<file path="config.mk">
export PLATFORM = sky130hd
export DESIGN_NAME = pcpf_ctrl
export DESIGN_NICKNAME = d
export VERILOG_FILES = /design/src/rtl/core/pcpf_pkg.sv /design/src/rtl/core/pcpf_ctrl.sv
export SDC_FILE = /design/constraint.sdc
export NUM_CORES = 1
export LEC_CHECK = 0
export BUFFER_PORTS_ARGS = -buffer_cell sky130_fd_sc_hd__buf_4
export CORE_AREA = 2 2 39 41
export CTS_CLUSTER_SIZE = 8
export DETAILED_ROUTE_END_ITERATION = 8
export DIE_AREA = 0 0 41 43
export PLACE_DENSITY = 0.3
export SLEW_MARGIN = 10
export SYNTH_ARGS = -nofsm -noshare
export SYNTH_HDL_FRONTEND = slang
export SYNTH_SLANG_ARGS = --single-unit
</file>
<file path="constraint.sdc">
create_clock -name clk_i -period 1 [get_ports clk_i]
set_input_delay 0.15 -clock clk_i [delete_from_list [all_inputs] [get_ports clk_i]]
set_output_delay 0.15 -clock clk_i [all_outputs]
set_load 0.1 [all_outputs]
</file>
<file path="src/rtl/core/pcpf_pkg.sv">
// Shared constants and controller/datapath interface types for the profile corner point finder.
package pcpf_pkg;

  localparam int DefMaxPoints = 1024;
  localparam int DefCoordBits = 12;

  localparam int CfgIdxW  = 8;
  localparam int CfgDataW = 8;
  localparam int ShiftW   = 8;

  localparam logic [CfgIdxW-1:0] CfgIdxDirection = 8'd0;
  localparam logic [CfgIdxW-1:0] CfgIdxShift     = 8'd1;

  localparam logic [ShiftW-1:0] ShiftReset = 8'd15;

  // Commands from the controller to the datapath.
  typedef struct packed {
    logic load;    // a point request is accepted this cycle
    logic issue;   // read the next stored point for the scan
    logic commit;  // write the result register and clear the contour
  } pcpf_cmd_t;

  // Status from the datapath to the controller.
  typedef struct packed {
    logic issue_done;  // every stored point has been read
    logic pipe_busy;   // scan pipeline still holds points
    logic out_free;    // result register can take a new result
  } pcpf_sts_t;

endpackage

</file>
<file path="src/rtl/core/pcpf_ctrl.sv">
// Controller state machine: load phase, scan over stored points, result hand-off.
module pcpf_ctrl (
  input  logic                clk_i,
  input  logic                rst_ni,
  input  logic                in_valid_i,
  input  logic                in_last_i,
  output logic                in_ready_o,
  input  pcpf_pkg::pcpf_sts_t sts_i,
  output pcpf_pkg::pcpf_cmd_t cmd_o
);

  localparam logic [1:0] StLoad = 2'd0;
  localparam logic [1:0] StScan = 2'd1;
  localparam logic [1:0] StDone = 2'd2;

  logic [1:0] state_q, state_d;
  logic       accept;

  assign in_ready_o = (state_q == StLoad);
  assign accept     = in_valid_i && in_ready_o;

  always_comb begin
    state_d      = state_q;
    cmd_o.load   = 1'b0;
    cmd_o.issue  = 1'b0;
    cmd_o.commit = 1'b0;
    case (state_q)
      StLoad: begin
        cmd_o.load = accept;
        if (accept && in_last_i) begin
          state_d = StScan;
        end
      end
      StScan: begin
        cmd_o.issue = !sts_i.issue_done;
        if (sts_i.issue_done && !sts_i.pipe_busy) begin
          state_d = StDone;
        end
      end
      StDone: begin
        if (sts_i.out_free) begin
          cmd_o.commit = 1'b1;
          state_d      = StLoad;
        end
      end
      default: begin
        state_d = StLoad;
      end
    endcase
  end

  always_ff @(posedge clk_i or negedge rst_ni) begin
    if (!rst_ni) begin
      state_q <= StLoad;
    end else begin
      state_q <= state_d;
    end
  end

endmodule

</file>
==> out/qor.tcl, run 1 <==
set qor(timing_worst_setup_path_type) {reg2out}
set qor(mostFrequentLayoutCell) {sky130_fd_sc_hd__buf_4}
set qor(clock-sinks) 2
set qor(routedWlPerCell_um) 7.85
set qor(synth.net_count) 20
set qor(syn-cell-area_sq_um) 116
set qor(path_max_fanout) 4
set qor(ys_ff_latch) 2
set qor(timing_max_transition_violations_final) 0
set qor(violations_in_the_final_reports) {setup timing}
set qor(multi_input_comb_area_sq_um) 100
set qor(global_route.overflow_total) 0
set qor(run_status) {finished, violations left}
set qor(fillCellCount) 144
set qor(grt_setup_unrepaired) {yes}
set qor(finalWorstPathRequiredPeriod_ns) 1.28
set qor(final.setup_skew_ns) 0.000920
set qor(syn_avg_cell_area_sq_um) 8.95
set qor(groute.usage.overall_pct) 6.93
set qor(final_layout_size_suffix_gt1_share_pct) 83.3
set qor(ir_drop_uv) 1270
set qor(worstHoldPathType) {in2reg}
set qor(synth_sequential_area_ratio_pct) 43.0
set qor(portBuffers) 10
set qor(die-height_um) 43
set qor(power.net_switching_uw) 531
set qor(grt_first_pass_wirelength_um) 752
set qor(design_area_sq_um) 360
set qor(worst-slew-pin-transition_ns) 0.143
set qor(hold-path-cell-count) 2
set qor(antennaDiodeCount) 0
set qor(design.die.area_sq_um) 1760
set qor(die-width_um) 41
set qor(pwr-share-comb_pct) 70.6
set qor(clk_path_buf_depth) 2
set qor(power-per-cell-area_nw_per_um2) 3120
set qor(count_of_mapped_cells_out_of_synthesis) 13
set qor(end_kind) {primary output}
set qor(slowest_stage) {sky130_fd_sc_hd__dfrtp_2}
set qor(start_util_pct) 8.41
set qor(worstPathRequired_ns) 0.85
set qor(clockRootBuffer) {sky130_fd_sc_hd__clkbuf_4}
set qor(maxCapViolCount) 0
set qor(registers.top_by_ff_count) {state_q}
set qor(register_area_sq_um) 52.6
set qor(design.core.area_sq_um) 1380
set qor(synth_cell_type_count) 9
set qor(cp-start-kind) {flop}
set qor(place.detailed.instances) 39
set qor(clk_pin_slew_ns) 0.03
set qor(p_seq_share_pct) 13.7
set qor(fin_cells) 46
set qor(max_slew_margin_pct) 90.5
set qor(final_cell_mix) {sky130_fd_sc_hd__buf_4 (8), sky130_fd_sc_hd__buf_12 (4), sky130_fd_sc_hd__nor2_4 (3), sky130_fd_sc_hd__clkbuf_4 (3)}
set qor(total_vias_in_the_final_route) 158
set qor(dpl-instance-area_sq_um) 234
set qor(reg_top3) {state_q (2)}
set qor(rows) 14
set qor(power.share.switching_pct) 47.2
set qor(pwr-share-clk_pct) 15.6
set qor(rr_worst_depth) 3
set qor(largest_register_ffs) 2
set qor(drt-total-wl_um) 361
set qor(post-route-util_pct) 26.0
set qor(max_clock_freq_ghz) 0.784
set qor(max_stage_delay_ns) 0.44
set qor(number_of_clock_buffers_inserted_by_tritoncts) 3
set qor(layout.nets) 39
set qor(synthesis.yosys.warnings) 0
set qor(cts-htree-levels) 1
set qor(regToRegSetupSlack_ns) 0.06
set qor(worstSkewPairLatency_ns) 0.22
set qor(flow.area_growth_from_synthesis_pct) 210
set qor(timing.final.hold_violations) 0
set qor(ioPinCount) 11
set qor(setup_viol_count_final) 4
set qor(hold-path-endpoint) {state_q[1]}
set qor(min_period_over_period_pct) 128
set qor(worst_slack_on_hold_paths_ns) 0.137
set qor(initialDrtViolationCount) 0
set qor(drtPass1Iterations) 1
set qor(viasPerCell) 3.43
set qor(internal_power_uw) 595
set qor(grt_antenna_before_repair) 0
set qor(reg2reg_from) {state_q[0]}
set qor(hold_start) {sts_i[0]}
set qor(path_cells) {nor2_4 > and2_4 > buf_12}
set qor(vias_in_the_first_global_route) 193
set qor(grt_max_degree) 5
set qor(antenna_violating_nets_post_route) 0
set qor(timing.rr.end) {state_q[0]}
set qor(drc) 0
set qor(final_critical_path_setup_slack_ns) -0.275
set qor(power_leakage_nw) 0.162
set qor(critical_path_arrival_ns) 1.13
set qor(clock_tree_from_tritoncts) {built}
set qor(gp_congestion) 0.632
-- power by group through the flow --
stage	logic [mW]	registers [mW]	clock network (mW)
CTS	0.765	0.157	0.187
floorplan	0.451	0.134	0
global placement	0.545	0.142	0
finish	0.795	0.155	0.176
global route	0.831	0.160	0.203
detailed placement	0.546	0.142	0
-- routing by layer --
| layer | share of wire, % | vias up | global-route usage, % |
|---|---|---|---|
| li1 | - | 79 | - |
| met1 | 40 | 69 | 6.75 |
| met2 | 47 | 10 | 8.75 |
| met3 | 12 | 0 | 4.19 |
| met4 | 0 | 0 | 8.00 |
| met5 | 0 | - | 0 |
-- what timing repair did --
| item | 4_1_cts | 5_1_grt |
|---|---|---|
| hold buffers | 1 | 0 |
| gates resized for setup | 17 | 0 |
| cloned | 0 | 0 |
| setup endpoints to repair | 4 | 4 |
| setup buffers | 2 | 1 |
| pin swaps | 2 | 1 |
| hold endpoints to repair | 2 | 0 |
-- synthesized netlist by cell type, drive strengths merged --
cell,count,share of area [%]
a32o,1,9.7
and2,1,5.4
dfrtp,2,43
inv,1,3.2
nand2b,3,16
nor2,3,12
nor2b,1,5.4
o22ai,1,5.4
-- worst max-delay path by stage --
stage               startpoint  cells after the start       end  slack [ns]
detailed placement  state_q[0]                      3  cmd_o[0]       -0.15
floorplan           state_q[0]                      2  cmd_o[2]       -0.52
global placement    state_q[1]                      3  cmd_o[1]       -0.16
global route        state_q[0]                      3  cmd_o[2]       -0.33
finish              state_q[0]                      3  cmd_o[2]       -0.28
CTS                 state_q[0]                      3  cmd_o[0]       -0.27
-- kinds of logic (layout without fill, tap and decap cells) --
kind of cell	after synthesis	in the layout	share of synthesized area [%]
and+or+nand+nor	8	8	38.7
DFF	2	2	43.0
buffers and inverters	1	18	3.22
AOI/OAI and AO/OA	2	2	15.1
-- stage by stage --
step | power [mW] | setup TNS (ns) | worst slack (ns)
6_report | 1.13 | -0.991 | -0.275
5_1_grt | 1.19 | -1.21 | -0.329
4_1_cts | 1.11 | -1.01 | -0.272
3_5_place_dp | 0.687 | -0.419 | -0.149
3_3_place_gp | 0.687 | -0.412 | -0.155
2_1_floorplan | 0.585 | -1.31 | -0.519
-- final cells by class --
class	count	share of cell area (%)
Tap cell	16	5.56
Clock buffer	3	6.25
Multi-Input combinational cell	10	27.8
Timing Repair Buffer	14	44.8
Inverter	1	1.04
Sequential cell	2	14.6
-- critical path, delay by kind of cell, from the launching register on --
family	cells	cell delay, ns
DFF	1	0.44
buffers and inverters	1	0.16
and+or+nand+nor	2	0.30
(Power assumes the default switching activity.)
==> run 2: changes to the inputs <==
--- a/config.mk
+++ b/config.mk
@@ -11,6 +11,7 @@
 export DETAILED_ROUTE_END_ITERATION = 8
 export DIE_AREA = 0 0 41 43
 export PLACE_DENSITY = 0.3
+export SETUP_SLACK_MARGIN = 0.1
 export SLEW_MARGIN = 10
 export SYNTH_ARGS = -nofsm -noshare
 export SYNTH_HDL_FRONTEND = slang
==> run 2 against run 1 <==
Compared with the run above: die area is the same; critical endpoint unchanged; the flow still finishes with violations (setup timing); utilization increased by 0.45 points; highest routed layer unchanged; cell count unchanged; critical path depth unchanged.
==> out/qor.tcl, run 2 (same netlist as run 1, synthesis figures left out) <==
set qor(max_clock_freq_ghz) 0.784 ;# about the same
set qor(clockRootBuffer) {sky130_fd_sc_hd__clkbuf_4}
set qor(reg2reg_from) {state_q[0]}
set qor(timing.final.hold_violations) 0 ;# unchanged
set qor(die-height_um) 43 ;# unchanged
set qor(gp_congestion) 0.632 ;# unchanged
set qor(clock_tree_from_tritoncts) {built}
set qor(grt_first_pass_wirelength_um) 752 ;# unchanged
set qor(cts-htree-levels) 1 ;# unchanged
set qor(post-route-util_pct) 26.5 ;# +0.45 points
set qor(final_critical_path_setup_slack_ns) -0.275 ;# -0.000258 ns
set qor(critical_path_arrival_ns) 1.13 ;# about the same
set qor(final_layout_size_suffix_gt1_share_pct) 86.7 ;# +3.3 points
set qor(registers.top_by_ff_count) {state_q}
set qor(maxCapViolCount) 0 ;# unchanged
set qor(slowest_stage) {sky130_fd_sc_hd__dfrtp_2}
set qor(ioPinCount) 11 ;# unchanged
set qor(path_cells) {nor2_4 > and2_4 > buf_12}
set qor(source_of_the_critical_timing_path) {state_q[0]}
set qor(max_stage_delay_ns) 0.44 ;# about the same
set qor(die-width_um) 41 ;# unchanged
set qor(design.core.area_sq_um) 1380 ;# unchanged
set qor(viasPerCell) 3.54 ;# +3.2%
set qor(timing_worst_setup_path_type) {reg2out}
set qor(cp-start-kind) {flop}
set qor(drtPass1Iterations) 1 ;# unchanged
set qor(design.die.area_sq_um) 1760 ;# unchanged
set qor(clk_path_buf_depth) 2 ;# unchanged
set qor(fin_cells) 46 ;# unchanged
set qor(start_util_pct) 8.41 ;# unchanged
set qor(flow.area_growth_from_synthesis_pct) 215
set qor(place.detailed.instances) 39 ;# unchanged
set qor(finalWorstPathRequiredPeriod_ns) 1.28 ;# +0.000258 ns
set qor(grt_max_degree) 5 ;# unchanged
set qor(max_slew_margin_pct) 90.9 ;# +0.48 points
set qor(ir_drop_uv) 1280 ;# +0.81%
set qor(routedWlPerCell_um) 8.07 ;# +2.8%
set qor(rows) 14 ;# unchanged
set qor(layout.nets) 39 ;# unchanged
set qor(antenna_violating_nets_post_route) 0 ;# unchanged
set qor(grt_setup_unrepaired) {yes}
set qor(setup_viol_count_final) 4 ;# unchanged
set qor(grt_antenna_before_repair) 0 ;# unchanged
set qor(global_route.overflow_total) 0 ;# unchanged
set qor(violations_in_the_final_reports) {setup timing}
set qor(worst-path-buf-inv) 1 ;# unchanged
set qor(critical-path-top-delay-family) {flip-flops}
set qor(final.setup_skew_ns) 0.000859 ;# -0.0000614 ns
set qor(worstPathRequired_ns) 0.85 ;# about the same
set qor(portBuffers) 10 ;# unchanged
set qor(path_max_fanout) 4 ;# unchanged
set qor(clock-sinks) 2 ;# unchanged
set qor(finalSetupTns_ns) -1.00 ;# -0.0122 ns
set qor(drt-total-wl_um) 371 ;# +2.8%
set qor(initialDrtViolationCount) 0 ;# unchanged
set qor(groute.usage.overall_pct) 6.93 ;# unchanged
set qor(largest_register_ffs) 2 ;# unchanged
set qor(worstHoldPathType) {in2reg}
set qor(clk_pin_slew_ns) 0.03 ;# about the same
set qor(total_vias_in_the_final_route) 163 ;# +3.2%
set qor(worstSkewPairLatency_ns) 0.22 ;# about the same
set qor(mostFrequentLayoutCell) {sky130_fd_sc_hd__buf_4}
set qor(end_kind) {primary output}
set qor(worst-slew-pin-transition_ns) 0.136 ;# -0.00713 ns
set qor(power-per-cell-area_nw_per_um2) 3090 ;# -0.98%
set qor(number_of_clock_buffers_inserted_by_tritoncts) 3 ;# unchanged
set qor(vias_in_the_first_global_route) 193 ;# unchanged
set qor(run_status) {finished, violations left}
set qor(reg_top3) {state_q (2)}
set qor(drc) 0 ;# unchanged
set qor(antennaDiodeCount) 0 ;# unchanged
set qor(final_cell_mix) {sky130_fd_sc_hd__buf_4 (8), sky130_fd_sc_hd__buf_12 (4), sky130_fd_sc_hd__nor2_4 (3), sky130_fd_sc_hd__clkbuf_4 (3)}
set qor(min_period_over_period_pct) 128 ;# about the same
set qor(design_area_sq_um) 367 ;# +1.7%
set qor(dpl-instance-area_sq_um) 234 ;# unchanged
set qor(timing_max_transition_violations_final) 0 ;# unchanged
set qor(hold_start) {sts_i[0]}
set qor(power_leakage_nw) 0.164 ;# +1.1%
run 2: cell counts in the layout (fill, tap and decap cells not counted):
Identical to the previous run, type by type.
run 2: final cells by class:
class / instances / area [sq um]
inverter: 1 / 3.75
sequential: 2 / 52.6
fill: 145 / 1020
tap: 16 / 20.0
clock buffer: 3 / 22.5
timing repair buffer: 14 / 161
multi-input combinational: 10 / 106
run 2: layer usage:
layer | vias up | GRT usage (%) | part of all wire, %
met5 | - | 0 | 0
met1 | 74 | 6.75 | 39
li1 | 79 | - | -
met2 | 10 | 8.75 | 48
met3 | 0 | 4.19 | 12
met4 | 0 | 8.00 | 0
run 2: worst paths after layout:
check | to | slack [ns] | cells after the start
setup / recovery | cmd_o[2] | -0.28 | 3
hold / removal | state_q[1] | 0.13 | 2
max in group asynchronous | state_q[1] | 0.65 | 2
hold reg to reg | state_q[1] | 0.62 | 2
min in group asynchronous | state_q[0] | 0.25 | 2
setup reg to reg | state_q[0] | 0.06 | 3
run 2: what timing repair did:
action,4_1_cts,5_1_grt
gates resized for setup,17,1
hold endpoints to repair,2,0
pin swaps,2,1
setup endpoints to repair,5,6
hold buffers,1,0
buffers inserted,2,1
run 2: where the power goes:
group	internal [mW]	leakage, nW	switching [mW]
Sequential	0.110	0.0232	0.0447
Clock	0.132	0.0138	0.0437
Combinational	0.356	0.127	0.447
run 2: per-stage QoR:
| stage | setup slack [ns] | hold WS (ns) | total power, mW |
|---|---|---|---|
| after detailed placement | -0.149 | -0.0646 | 0.687 |
| final | -0.275 | 0.131 | 1.13 |
| after CTS | -0.272 | 0.127 | 1.11 |
| after floorplan | -0.519 | -0.146 | 0.585 |
| after global routing | -0.329 | 0.126 | 1.20 |
| after global placement | -0.155 | -0.0660 | 0.687 |
==> run 3: changes to the inputs <==
--- a/config.mk
+++ b/config.mk
@@ -10,8 +10,9 @@
 export CTS_CLUSTER_SIZE = 8
 export DETAILED_ROUTE_END_ITERATION = 8
 export DIE_AREA = 0 0 41 43
-export PLACE_DENSITY = 0.3
+export PLACE_DENSITY_LB_ADDON = 0.12
 export SETUP_SLACK_MARGIN = 0.1
+export SKIP_CTS_REPAIR_TIMING = 1
 export SLEW_MARGIN = 10
 export SYNTH_ARGS = -nofsm -noshare
 export SYNTH_HDL_FRONTEND = slang
==> constraint.sdc (replaced) <==
create_clock -name clk_i -period 1 [get_ports clk_i]
set_input_delay 0.1 -clock clk_i [delete_from_list [all_inputs] [get_ports clk_i]]
set_output_delay 0.1 -clock clk_i [all_outputs]
set_load 0.1 [all_outputs]
==> run 3 against run 2 <==
Compared with the run above: the flow still finishes with violations (setup timing); combinational power decreased by 6.5%; global-route usage decreased by 1.1 points; maximum frequency increased by 6.0%; hold slack got worse by 0.044 ns; register-to-register slack improved by 0.03 ns; flip-flop and latch count unchanged; setup slack improved by 0.073 ns; clock skew rose by 0.0022 ns; highest routed layer unchanged; wire length down 1.9%.
==> out/qor.tcl, run 3 (same netlist as run 1, synthesis figures left out) <==
set qor(run_status) {finished, violations left}
set qor(violations_in_the_final_reports) {setup timing}
set qor(end_kind) {primary output}
set qor(cp-start-kind) {flop}
set qor(post-route-util_pct) 25.2 ;# -1.3 points
set qor(initialDrtViolationCount) 0 ;# unchanged
set qor(max_slew_margin_pct) 90.5 ;# -0.47 points
set qor(final_cell_mix) {sky130_fd_sc_hd__buf_4 (8), sky130_fd_sc_hd__buf_12 (4), sky130_fd_sc_hd__nor2_4 (3), sky130_fd_sc_hd__clkbuf_4 (3)}
set qor(setup_viol_count_final) 4 ;# unchanged
set qor(grt_setup_unrepaired) {yes}
set qor(design_area_sq_um) 349 ;# -4.8%
set qor(min_period_over_period_pct) 120 ;# -7.3 points
set qor(global_route.overflow_total) 0 ;# unchanged
set qor(ioPinCount) 11 ;# unchanged
set qor(ir_drop_uv) 881 ;# -31%
set qor(max_clock_freq_ghz) 0.831 ;# +6.0%
set qor(timing_max_transition_violations_final) 0 ;# unchanged
set qor(worst_slack_on_hold_paths_ns) 0.0870 ;# -0.0441 ns
set qor(path_max_fanout) 4 ;# unchanged
set qor(antennaDiodeCount) 0 ;# unchanged
set qor(layout.nets) 38 ;# -2.6%
set qor(power-per-cell-area_nw_per_um2) 3100 ;# +0.25%
set qor(drtPass1Iterations) 1 ;# unchanged
set qor(largest_register_ffs) 2 ;# unchanged
set qor(worstSkewPairLatency_ns) 0.22 ;# about the same
set qor(die-width_um) 41 ;# unchanged
set qor(total_vias_in_the_final_route) 148 ;# -9.2%
set qor(grt_antenna_before_repair) 0 ;# unchanged
set qor(final_critical_path_setup_slack_ns) -0.203 ;# +0.0726 ns
set qor(post-dp-hpwl_um) 277
set qor(hold-path-cell-count) 2 ;# unchanged
set qor(registers.top_by_ff_count) {state_q}
set qor(worstPathRequired_ns) 0.90 ;# +0.05 ns
set qor(vias_in_the_first_global_route) 141 ;# -27%
set qor(routedWlPerCell_um) 8.09 ;# +0.29%
set qor(clock-sinks) 2 ;# unchanged
set qor(pre_cts_slack_ns) -0.0973 ;# +0.0520 ns
set qor(grt_max_degree) 5 ;# unchanged
set qor(power_leakage_nw) 0.157 ;# -4.5%
set qor(timing_worst_setup_path_type) {reg2out}
set qor(post-layout-total-power_mw) 1.08 ;# -4.5%
set qor(clockRootBuffer) {sky130_fd_sc_hd__clkbuf_4}
set qor(place.detailed.instances) 39 ;# unchanged
set qor(fin_cells) 45 ;# -2.2%
set qor(grt_first_pass_wirelength_um) 579 ;# -23%
set qor(clk_path_buf_depth) 2 ;# unchanged
set qor(worst-slew-pin-transition_ns) 0.143 ;# +0.00699 ns
set qor(timing.final.hold_violations) 0 ;# unchanged
set qor(rows) 14 ;# unchanged
set qor(gp_congestion) 0.630 ;# -0.27%
set qor(hold-path-endpoint) {state_q[1]}
set qor(design.core.area_sq_um) 1380 ;# unchanged
set qor(maxCapViolCount) 0 ;# unchanged
set qor(clock_tree_from_tritoncts) {built}
set qor(viasPerCell) 3.29 ;# -7.2%
set qor(number_of_clock_buffers_inserted_by_tritoncts) 3 ;# unchanged
set qor(regToRegSetupSlack_ns) 0.09 ;# +0.03 ns
set qor(final.setup_skew_ns) 0.00307 ;# +0.00222 ns
set qor(clk_pin_slew_ns) 0.03 ;# about the same
set qor(fillCellCount) 154 ;# +6.2%
set qor(final_layout_size_suffix_gt1_share_pct) 82.8 ;# -3.9 points
set qor(finalSetupTns_ns) -0.730 ;# +0.273 ns
set qor(rr_worst_depth) 2 ;# -1
set qor(finalWorstPathRequiredPeriod_ns) 1.20 ;# -0.0726 ns
set qor(timing.rr.end) {state_q[0]}
set qor(die-height_um) 43 ;# unchanged
set qor(flow.area_growth_from_synthesis_pct) 200
set qor(hold_start) {sts_i[0]}
set qor(cts-htree-levels) 1 ;# unchanged
set qor(portBuffers) 10 ;# unchanged
set qor(reg2reg_from) {state_q[0]}
set qor(mostFrequentLayoutCell) {sky130_fd_sc_hd__buf_4}
set qor(drc) 0 ;# unchanged
set qor(worstHoldPathType) {in2reg}
set qor(antenna_violating_nets_post_route) 0 ;# unchanged
set qor(reg_top3) {state_q (2)}
set qor(groute.usage.overall_pct) 5.81 ;# -1.1 points
set qor(drt-total-wl_um) 364 ;# -1.9%
set qor(critical_path_arrival_ns) 1.10 ;# -0.03 ns
set qor(dpl-instance-area_sq_um) 234 ;# unchanged
set qor(design.die.area_sq_um) 1760 ;# unchanged
set qor(start_util_pct) 8.41 ;# unchanged
## run 3: cell types whose count changed in the layout (fill, tap and decap cells not counted)
cell                      change
sky130_fd_sc_hd__o22ai_1      +1
sky130_fd_sc_hd__o22ai_2      -1
sky130_fd_sc_hd__buf_6        -1
## run 3: final cells by class
cell class / instances / area, sq um / area share [%]
repair buffers: 13 / 150 / 43.0
multi-input cells: 10 / 100 / 28.7
well taps: 16 / 20.0 / 5.73
clock buffers: 3 / 22.5 / 6.45
inverters: 1 / 3.75 / 1.08
flip-flops and latches: 2 / 52.6 / 15.1
## run 3: power breakdown
group	total (mW)	leakage, nW	internal (mW)	switching [mW]
Clock	0.180	0.0138	0.133	0.0478
Sequential	0.151	0.0232	0.110	0.0412
Combinational	0.751	0.120	0.315	0.435
Total	1.08	0.157	0.558	0.524
## run 3: worst max-delay path by stage
| stage | slack, ns | cells after the start | endpoint | startpoint |
|---|---|---|---|---|
| final | -0.20 | 3 | cmd_o[0] | state_q[0] |
| after CTS | -0.34 | 3 | cmd_o[1] | state_q[1] |
| after detailed placement | -0.1 | 3 | cmd_o[1] | state_q[1] |
| after global routing | -0.25 | 3 | cmd_o[0] | state_q[0] |
| after global placement | -0.1 | 3 | cmd_o[1] | state_q[1] |
| after floorplan | -0.47 | 2 | cmd_o[2] | state_q[0] |
## run 3: critical path, stage by stage (launching register included)
cell and delay (ns):
sky130_fd_sc_hd__dfrtp_2 0.44, sky130_fd_sc_hd__nand2b_4 0.17, sky130_fd_sc_hd__nor2_4 0.10, sky130_fd_sc_hd__buf_12 0.18
## run 3: per-layer routing
metal / GRT usage [%] / vias up / wire length, um
met4: 10.0 / 0 / 0
met1: 5.75 / 63 / 128
met2: 5.94 / 9 / 195
li1: - / 76 / -
met3: 3.14 / 0 / 40
met5: 0 / - / 0
